`src/design/nle_pkg.sv`:
```
// ----------------------------------------------------------------------------
// nle_pkg
// Shared types and codes for the number-to-LCD expander stream.
// ----------------------------------------------------------------------------
package nle_pkg;

  localparam int CHAR_SLOTS = 10;

  typedef enum logic [2:0] {
    CMD_RAW_COMMAND = 3'd0,
    CMD_RAW_CHAR    = 3'd1,
    CMD_DECIMAL     = 3'd2,
    CMD_HEX         = 3'd3,
    CMD_BINARY      = 3'd4
  } nle_cmd_t;

  localparam logic [1:0] CFG_DEVICE_ADDRESS = 2'd0;
  localparam logic [1:0] CFG_BACKLIGHT_ON   = 2'd1;

  localparam logic [6:0] RESET_DEVICE_ADDRESS = 7'd39;
  localparam logic       RESET_BACKLIGHT_ON   = 1'b1;

  typedef struct packed {
    logic [2:0]  command;
    logic [15:0] value;
    logic [2:0]  digit_count;
    logic [2:0]  point_position;
  } nle_in_t;

  typedef struct packed {
    logic [6:0] target_address;
    logic [7:0] expander_byte;
    logic       last_of_run;
  } nle_out_t;

  // Request in flight through the BCD conversion stages
  typedef struct packed {
    nle_in_t     req;
    logic [19:0] bcd;
    logic [15:0] bin;
  } nle_dd_t;

  // Character run handed to the serialiser
  typedef struct packed {
    logic [CHAR_SLOTS-1:0][7:0] chars;
    logic                       sel;
    logic [3:0]                 count;
  } nle_run_t;

  typedef struct packed {
    logic [6:0] device_address;
    logic       backlight_on;
  } nle_cfg_t;

endpackage

```
`src/design/number_to_lcd_expander_stream.sv`:
```
// ----------------------------------------------------------------------------
// number_to_lcd_expander_stream
// Formats display requests into port-expander bytes for a 4-bit text display.
// ----------------------------------------------------------------------------
// Usage:
//   in_*  : one request per beat (raw command, raw character, decimal, hex,
//           binary). Requests with a bad digit count or point, or an unknown
//           command, give no output.
//   out_* : one expander byte per beat, four per character, last_of_run set
//           on the final byte of a request.
//   cfg_* : register writes (device address, backlight), always ready; write
//           only while the block is idle.
// Path: the first byte of a request passes the two conversion stages,
//   formatting, the serialiser and the output register on its way to out_*.
// Throughput: a request gives four bytes per character it produces, 4 to 40;
//   the serialiser's one-byte-per-cycle output, unless out_ready is low, sets
//   it. Requests enter back to back, queuing in the pipeline stages meanwhile.
// Reset: pipeline empties, registers return to address 39, backlight on.
// Stall: when out_ready is low the output beat holds and the stages fill up,
//   then in_ready drops; nothing is lost or repeated.
// ----------------------------------------------------------------------------
module number_to_lcd_expander_stream (
  input  logic              clk,
  input  logic              rst_n,
  input  logic              in_valid,
  output logic              in_ready,
  input  nle_pkg::nle_in_t  in_data,
  output logic              out_valid,
  input  logic              out_ready,
  output nle_pkg::nle_out_t out_data,
  input  logic              cfg_valid,
  output logic              cfg_ready,
  input  logic [1:0]        cfg_index,
  input  logic [6:0]        cfg_data
);
  import nle_pkg::*;

  nle_cfg_t cfg_r, cfg_nxt;
  logic     dd_valid, dd_ready;
  nle_dd_t  dd_data;
  logic     run_valid, run_ready;
  nle_run_t run_data;

  assign cfg_ready = 1'b1;

  always_comb begin
    cfg_nxt = cfg_r;
    if (cfg_valid) begin
      case (cfg_index)
        CFG_DEVICE_ADDRESS: cfg_nxt.device_address = cfg_data;
        CFG_BACKLIGHT_ON:   cfg_nxt.backlight_on   = cfg_data[0];
        default:            cfg_nxt = cfg_r;
      endcase
    end
  end

  always_ff @(posedge clk) begin
    if (!rst_n) begin
      cfg_r.device_address <= RESET_DEVICE_ADDRESS;
      cfg_r.backlight_on   <= RESET_BACKLIGHT_ON;
    end else begin
      cfg_r <= cfg_nxt;
    end
  end

  nle_bcd u_bcd (
    .clk      (clk),
    .rst_n    (rst_n),
    .in_valid (in_valid),
    .in_ready (in_ready),
    .in_data  (in_data),
    .dd_valid (dd_valid),
    .dd_ready (dd_ready),
    .dd_data  (dd_data)
  );

  nle_fmt u_fmt (
    .clk       (clk),
    .rst_n     (rst_n),
    .dd_valid  (dd_valid),
    .dd_ready  (dd_ready),
    .dd_data   (dd_data),
    .run_valid (run_valid),
    .run_ready (run_ready),
    .run_data  (run_data)
  );

  nle_ser u_ser (
    .clk       (clk),
    .rst_n     (rst_n),
    .cfg       (cfg_r),
    .run_valid (run_valid),
    .run_ready (run_ready),
    .run_data  (run_data),
    .out_valid (out_valid),
    .out_ready (out_ready),
    .out_data  (out_data)
  );

  // Enable-high beat is always followed at once by its enable-low partner
  a_enable_pair: assert property (@(posedge clk) disable iff (!rst_n)
    out_valid && out_ready && out_data.expander_byte[2] |=> out_valid)
    else $error("enable-low beat did not follow");

  a_last_enable_low: assert property (@(posedge clk) disable iff (!rst_n)
    out_valid && out_data.last_of_run |-> !out_data.expander_byte[2])
    else $error("last beat of a run has enable set");

  a_reset_empty: assert property (@(posedge clk)
    !rst_n |=> !out_valid && !run_valid && !dd_valid)
    else $error("pipeline not empty after reset");

  a_cfg_addr: assert property (@(posedge clk) disable iff (!rst_n)
    cfg_valid && cfg_ready && cfg_index == CFG_DEVICE_ADDRESS
    |=> cfg_r.device_address == $past(cfg_data))
    else $error("device address write lost");

endmodule

```
`src/design/nle_bcd.sv`:
```
// ----------------------------------------------------------------------------
// nle_bcd
// Two-stage double-dabble conversion of the 16-bit value to five BCD digits.
// ----------------------------------------------------------------------------
module nle_bcd (
  input  logic             clk,
  input  logic             rst_n,
  input  logic             in_valid,
  output logic             in_ready,
  input  nle_pkg::nle_in_t in_data,
  output logic             dd_valid,
  input  logic             dd_ready,
  output nle_pkg::nle_dd_t dd_data
);
  import nle_pkg::*;

  // Eight shift-and-adjust steps on the {bcd, bin} word
  function automatic logic [35:0] dd_half(input logic [35:0] s);
    logic [35:0] w;
    w = s;
    for (int step = 0; step < 8; step++) begin
      for (int d = 0; d < 5; d++) begin
        if (w[16 + 4*d +: 4] >= 4'd5) begin
          w[16 + 4*d +: 4] = w[16 + 4*d +: 4] + 4'd3;
        end
      end
      w = {w[34:0], 1'b0};
    end
    return w;
  endfunction

  logic    s1_valid_r, s1_valid_nxt;
  nle_dd_t s1_r, s1_nxt;
  logic    s2_valid_r, s2_valid_nxt;
  nle_dd_t s2_r, s2_nxt;
  logic    s1_ready, s2_ready;
  logic    s1_take, s2_take;
  logic [35:0] w1, w2;

  assign s2_ready = !s2_valid_r || dd_ready;
  assign s2_take  = s1_valid_r && s2_ready;
  assign s1_ready = !s1_valid_r || s2_take;
  assign s1_take  = in_valid && s1_ready;
  assign in_ready = s1_ready;

  always_comb begin
    w1 = dd_half({20'd0, in_data.value});
    w2 = dd_half({s1_r.bcd, s1_r.bin});
  end

  always_comb begin
    s1_nxt       = s1_r;
    s1_valid_nxt = s1_valid_r;
    if (s1_take) begin
      s1_nxt.req   = in_data;
      s1_nxt.bcd   = w1[35:16];
      s1_nxt.bin   = w1[15:0];
      s1_valid_nxt = 1'b1;
    end else if (s2_take) begin
      s1_valid_nxt = 1'b0;
    end
  end

  always_comb begin
    s2_nxt       = s2_r;
    s2_valid_nxt = s2_valid_r;
    if (s2_take) begin
      s2_nxt.req   = s1_r.req;
      s2_nxt.bcd   = w2[35:16];
      s2_nxt.bin   = w2[15:0];
      s2_valid_nxt = 1'b1;
    end else if (dd_ready) begin
      s2_valid_nxt = 1'b0;
    end
  end

  always_ff @(posedge clk) begin
    if (!rst_n) begin
      s1_valid_r <= 1'b0;
      s2_valid_r <= 1'b0;
    end else begin
      s1_valid_r <= s1_valid_nxt;
      s2_valid_r <= s2_valid_nxt;
    end
  end

  always_ff @(posedge clk) begin
    s1_r <= s1_nxt;
    s2_r <= s2_nxt;
  end

  assign dd_valid = s2_valid_r;
  assign dd_data  = s2_r;

endmodule

```
`src/design/nle_fmt.sv`:
```
// ----------------------------------------------------------------------------
// nle_fmt
// Formatting stage: turns a converted request into its run of characters.
// ----------------------------------------------------------------------------
module nle_fmt (
  input  logic              clk,
  input  logic              rst_n,
  input  logic              dd_valid,
  output logic              dd_ready,
  input  nle_pkg::nle_dd_t  dd_data,
  output logic              run_valid,
  input  logic              run_ready,
  output nle_pkg::nle_run_t run_data
);
  import nle_pkg::*;

  function automatic logic [7:0] hex_char(input logic [3:0] nib);
    return (nib < 4'd10) ? (8'h30 + {4'd0, nib}) : (8'h37 + {4'd0, nib});
  endfunction

  function automatic logic [3:0] dsel(input logic [19:0] bcd, input logic [2:0] k);
    logic [3:0] r;
    case (k)
      3'd0:    r = bcd[3:0];
      3'd1:    r = bcd[7:4];
      3'd2:    r = bcd[11:8];
      3'd3:    r = bcd[15:12];
      3'd4:    r = bcd[19:16];
      default: r = 4'd0;
    endcase
    return r;
  endfunction

  logic     valid_r, valid_nxt;
  nle_run_t run_r, run_nxt;
  nle_run_t built;
  logic     take;
  logic [2:0] cnt, pe, dot;
  logic       dec_ok;
  logic [3:0] dec_n;
  logic [3:0] jj [CHAR_SLOTS];
  logic [3:0] ii [CHAR_SLOTS];
  logic [2:0] kk [CHAR_SLOTS];
  logic [7:0] dec_chars [CHAR_SLOTS];

  assign dd_ready = !valid_r || run_ready;
  assign take     = dd_valid && dd_ready;

  // Decimal layout: digits left to right, point before the fractional part
  always_comb begin
    cnt    = dd_data.req.digit_count;
    pe     = (cnt == 3'd1) ? 3'd0 : dd_data.req.point_position;
    dec_ok = (cnt >= 3'd1) && (cnt <= 3'd5) && ((cnt == 3'd1) || (pe < cnt));
    dot    = cnt - pe;
    dec_n  = {1'b0, cnt} + ((pe != 3'd0) ? 4'd1 : 4'd0);
    for (int j = 0; j < CHAR_SLOTS; j++) begin
      jj[j] = 4'(j);
      ii[j] = ((pe != 3'd0) && (jj[j] > {1'b0, dot})) ? jj[j] - 4'd1 : jj[j];
      kk[j] = 3'({1'b0, cnt} - 4'd1 - ii[j]);
      if ((pe != 3'd0) && (jj[j] == {1'b0, dot})) begin
        dec_chars[j] = 8'h2E;
      end else begin
        dec_chars[j] = 8'h30 + {4'd0, dsel(dd_data.bcd, kk[j])};
      end
    end
  end

  always_comb begin
    built       = '0;
    built.sel   = 1'b1;
    case (dd_data.req.command)
      CMD_RAW_COMMAND: begin
        built.chars[0] = dd_data.req.value[7:0];
        built.sel      = 1'b0;
        built.count    = 4'd1;
      end
      CMD_RAW_CHAR: begin
        built.chars[0] = dd_data.req.value[7:0];
        built.count    = 4'd1;
      end
      CMD_DECIMAL: begin
        for (int j = 0; j < CHAR_SLOTS; j++) begin
          built.chars[j] = dec_chars[j];
        end
        built.count = dec_ok ? dec_n : 4'd0;
      end
      CMD_HEX: begin
        built.chars[0] = 8'h30;
        built.chars[1] = 8'h78;
        built.chars[2] = hex_char(dd_data.req.value[7:4]);
        built.chars[3] = hex_char(dd_data.req.value[3:0]);
        built.count    = 4'd4;
      end
      CMD_BINARY: begin
        built.chars[0] = 8'h30;
        built.chars[1] = 8'h62;
        for (int b = 0; b < 8; b++) begin
          built.chars[2 + b] = dd_data.req.value[7 - b] ? 8'h31 : 8'h30;
        end
        built.count = 4'd10;
      end
      default: built.count = 4'd0;
    endcase
  end

  // Drop requests that produce no characters here
  always_comb begin
    run_nxt   = run_r;
    valid_nxt = valid_r;
    if (take) begin
      run_nxt   = built;
      valid_nxt = (built.count != 4'd0);
    end else if (run_ready) begin
      valid_nxt = 1'b0;
    end
  end

  always_ff @(posedge clk) begin
    if (!rst_n) begin
      valid_r <= 1'b0;
    end else begin
      valid_r <= valid_nxt;
    end
  end

  always_ff @(posedge clk) begin
    run_r <= run_nxt;
  end

  assign run_valid = valid_r;
  assign run_data  = run_r;

endmodule

```
`src/design/nle_ser.sv`:
```
// ----------------------------------------------------------------------------
// nle_ser
// Serialiser: four expander bytes per character, one beat a cycle unless stalled.
// ----------------------------------------------------------------------------
module nle_ser (
  input  logic              clk,
  input  logic              rst_n,
  input  nle_pkg::nle_cfg_t cfg,
  input  logic              run_valid,
  output logic              run_ready,
  input  nle_pkg::nle_run_t run_data,
  output logic              out_valid,
  input  logic              out_ready,
  output nle_pkg::nle_out_t out_data
);
  import nle_pkg::*;

  logic                       busy_r, busy_nxt;
  logic [CHAR_SLOTS-1:0][7:0] chars_r, chars_nxt;
  logic                       sel_r, sel_nxt;
  logic [3:0]                 rem_r, rem_nxt;
  logic [1:0]                 phase_r, phase_nxt;
  logic                       out_valid_r, out_valid_nxt;
  nle_out_t                   out_r, out_nxt;
  logic                       emit, last, load;
  logic [3:0]                 nib;
  logic [7:0]                 pbyte;

  assign emit      = busy_r && (!out_valid_r || out_ready);
  assign last      = (rem_r == 4'd1) && (phase_r == 2'd3);
  assign run_ready = !busy_r || (emit && last);
  assign load      = run_valid && run_ready;

  always_comb begin
    nib   = phase_r[1] ? chars_r[0][3:0] : chars_r[0][7:4];
    pbyte = {nib, cfg.backlight_on, !phase_r[0], 1'b0, sel_r};
  end

  always_comb begin
    busy_nxt  = busy_r;
    chars_nxt = chars_r;
    sel_nxt   = sel_r;
    rem_nxt   = rem_r;
    phase_nxt = phase_r;
    if (emit) begin
      phase_nxt = phase_r + 2'd1;
      if (phase_r == 2'd3) begin
        // advance to the next character
        chars_nxt = {8'h00, chars_r[CHAR_SLOTS-1:1]};
        rem_nxt   = rem_r - 4'd1;
      end
      if (last) begin
        busy_nxt = 1'b0;
      end
    end
    if (load) begin
      busy_nxt  = 1'b1;
      chars_nxt = run_data.chars;
      sel_nxt   = run_data.sel;
      rem_nxt   = run_data.count;
      phase_nxt = 2'd0;
    end
  end

  always_comb begin
    out_nxt       = out_r;
    out_valid_nxt = out_valid_r;
    if (emit) begin
      out_nxt.target_address = cfg.device_address;
      out_nxt.expander_byte  = pbyte;
      out_nxt.last_of_run    = last;
      out_valid_nxt          = 1'b1;
    end else if (out_ready) begin
      out_valid_nxt = 1'b0;
    end
  end

  always_ff @(posedge clk) begin
    if (!rst_n) begin
      busy_r      <= 1'b0;
      out_valid_r <= 1'b0;
      phase_r     <= 2'd0;
      rem_r       <= 4'd0;
    end else begin
      busy_r      <= busy_nxt;
      out_valid_r <= out_valid_nxt;
      phase_r     <= phase_nxt;
      rem_r       <= rem_nxt;
    end
  end

  always_ff @(posedge clk) begin
    chars_r <= chars_nxt;
    sel_r   <= sel_nxt;
    out_r   <= out_nxt;
  end

  assign out_valid = out_valid_r;
  assign out_data  = out_r;

endmodule

```
`config.mk`:
```
export PLATFORM = sky130hd
export DESIGN_NAME = number_to_lcd_expander_stream
export DESIGN_NICKNAME = d
export VERILOG_FILES = /design/src/design/nle_pkg.sv /design/src/design/number_to_lcd_expander_stream.sv /design/src/design/nle_bcd.sv /design/src/design/nle_fmt.sv /design/src/design/nle_ser.sv
export SDC_FILE = /design/constraint.sdc
export NUM_CORES = 1
export LEC_CHECK = 0
export BUFFER_PORTS_ARGS = -buffer_cell sky130_fd_sc_hd__buf_2
export CORE_ASPECT_RATIO = 1.1
export CORE_MARGIN = 10
export CORE_UTILIZATION = 57
export DETAILED_ROUTE_END_ITERATION = 10
export PLACE_DENSITY = 0.77
export SLEW_MARGIN = 5
export SYNTH_ARGS = -nofsm -noshare
export SYNTH_HDL_FRONTEND = slang
export SYNTH_SLANG_ARGS = --single-unit
```
`constraint.sdc`:
```
create_clock -name clk -period 6.7 [get_ports clk]
set_input_delay 1.005 -clock clk [delete_from_list [all_inputs] [get_ports clk]]
set_output_delay 1.005 -clock clk [all_outputs]
set_load 0.02 [all_outputs]
```
==> metrics.cfg <==
[clocking]
cts.sinks = 224
cts.htree.levels = 1
cts_tree = built
cts_made_buffers = 25
hold_buffers = 0
path_clk_slew_ns = 0.06
clock-root-buffer = clkbuf_16
clk_latency_ns = 0.53
cts_buffer_depth = 3

[worst_setup_path]
cp_max_fo = 6
cp_data_required_time_ns = 6.97
critPathTopFamily = compound AO/OA/AOI/OAI gates
slowest_delay_ns = 0.45
path_buf_inv = 4
arrival_ns = 6.80
slowest_stage = edfxtp_1
startpoint_type = flop
worstSetupEndpointType = flop
criticalPathCategory = reg -> reg

[finish]
final_core_util_pct = 63.9
fillCellCount = 2156
stdcell_count = 2052
drive_gt1_share_pct = 15.8
layout_commonest_cell = nand2_1
nNetsFinal = 1785
area_growth_pct = 10.8
final_cell_mix = nand2_1 (327), edfxtp_1 (205), nor2_1 (118)
antennaDiodeCount = 0

[floorplanning]
ios = 58
die_y_um = 193
rows = 63
die_x_um = 177
fp.dieArea_sq_mm = 0.0342
coreArea_sq_mm = 0.0269
initial_core_util_pct = 57.7

[logic_synthesis]
synth_edf_count = 205
synth_flop_cell = edfxtp_1
yosys_register_bits = 224
synthDistinctLibCells = 115
synth_top_family_by_area = compound AO/OA/AOI/OAI gates
synth-adder-area-share_pct = 5.89
synth.area.mux_share_pct = 6.74
syn_nets = 1758
synth_area_per_cell_sq_um = 9.40
synth_simple_gate_area_share_pct = 17.9
synth_cells = 1649
synth_largest_type_area_fraction_pct = 39.7
yosysWarningCount = 0
async_flop_share_pct = 0
synth_xor_area_share_pct = 3.91
synth_top_cell_by_area = edfxtp_1
syn_area_sq_mm = 0.0155
synth_compound_area_share_pct = 18.9
synth_seq_area_share_pct = 42.2
synth.area.top_cells = edfxtp_1 (40%), nand2_1 (8.0%), ha_1 (5.2%)

[hold_path]
hold_path.class = reg -> reg

[timing]
fin_skew_ns = 0.0141
max_freq_mhz = 153
worst_pin_slew_ns = 1.12
period_share_pct = 97.5
relSlewSlack_pct = 25.3
setup_viol = 0
hold_viol_final = 0
fin_tns_setup_ns = 0
fin_hold_ws_ns = 0.411
period_needed_ns = 6.53
drv_slew = 0

[global_routing]
antenna_found_initial = 0
grt_usage_pct = 20.0
grt_max_degree = 65
first_global_vias = 11400
grt_pass1_wl_um = 56900
grt_overflow = 0

[placed_design]
dp.final_hpwl_um = 24800
port_buffers = 55
dp.cells = 1988
gp_congestion = 0.958

[routing]
ant_nets = 0
post_drt_wl_per_cell_um = 17.3
drtIter0Drc = 1124
via_count = 12300
drc = 0
via_per_inst = 6.01
dr.pass1.iters = 6
finalWirelength_um = 35500

[job]
cap_violations = 0

[outcome]
status = finished clean

## final timing paths
check	endpoint	slack, ns	depth (start not counted)	from
max	u_bcd.dd_data[27]$_DFFE_PP_	0.17	32	u_bcd.s1_r[20]$_DFFE_PP_
min	u_bcd.dd_data[60]$_DFFE_PP_	0.41	0	u_bcd.s1_r[60]$_DFFE_PP_
max reg2reg	u_bcd.dd_data[27]$_DFFE_PP_	0.17	32	u_bcd.s1_r[20]$_DFFE_PP_
min reg2reg	u_bcd.dd_data[60]$_DFFE_PP_	0.41	0	u_bcd.s1_r[60]$_DFFE_PP_
## kinds of logic after synthesis
group,count (synthesis)
simple gates,627
compound gates,418
flops,224
buf+inv,169
mux,83
fa+ha+maj,70
xor+xnor,56
other cells,2
## cells in the mapped netlist (all sizes together) (5+ instances only)
cell type / count
mux2: 26
o21a: 13
buf: 20
and2: 19
o31ai: 8
or3: 6
nand3b: 7
or2: 7
clkbuf: 70
o31a: 8
xnor2: 40
edfxtp: 205
xor2: 16
mux4: 12
nor3: 35
a22oi: 9
nand3: 33
o211ai: 14
nor2: 124
a22o: 6
dfxtp: 19
o21ai: 104
a31oi: 20
nor2b: 17
a2bb2oi: 6
a221oi: 7
nand2b: 19
a21o: 18
fa: 5
nand2: 332
o22ai: 22
a211oi: 13
ha: 65
o221ai: 8
a222oi: 6
and3: 8
mux2i: 45
nor4: 6
a21oi: 93
inv: 76
a21boi: 12
## through the flow
stage | cell area, sq um | worst slack, ns
final | 17200 | 0.166
after CTS | 16800 | 0.0366
after detailed placement | 16000 | -0.0527
after global placement | 16000 | 0.295
after floorplan | 15500 | 0.373
after global routing | 17200 | -0.137
## area by class of cell
cell class,count,area (sq um),share of cell area [%]
Inverter,79,297,1.73
Timing Repair Buffer,90,538,3.13
Multi-Input combinational cell,1256,8560,49.8
Clock buffer,34,669,3.90
Clock inverter,12,133,0.772
Sequential cell,224,6540,38.1
Tap cell,357,447,2.60
## state kept, by name, indices dropped and copies added (netlist names), 2 cells and up
signal / flops
u_fmt.run_data: 63
u_bcd.s1_r: 27
cfg_r: 8
u_ser.rem_r: 4
u_ser.out_data: 15
u_ser.chars_r: 63
u_ser.phase_r: 2
u_bcd.dd_data: 36
## metal layers
metal | vias to the layer above | part of all wire [%] | track usage (%)
met5 | - | 0 | 0
met4 | 0 | 3.2 | 6.64
met3 | 98 | 6.3 | 2.84
met2 | 406 | 50 | 36.0
met1 | 5799 | 40 | 24.1
li1 | 6023 | - | -
## timing repair
item / CTS / global route
pin swaps: 0 / 21
resized for setup: 0 / 49
endpoints found under the setup margin: 1 / 15
endpoints found under the hold margin: 0 / 0
buffers inserted: 1 / 17
gates cloned: 0 / 0
## worst reg2reg max path, delay by kind of cell (launching register included)
family,cells,cell delay [ns]
AOI/OAI and AO/OA,16,3.20
adders and majority gates,6,1.19
buffers and inverters,4,0.36
DFF,1,0.45
muxes,1,0.30
and+or+nand+nor,5,0.77
Power is not shown: default switching activity piles up to over one toggle a cycle in this logic, so the estimate is an artifact.
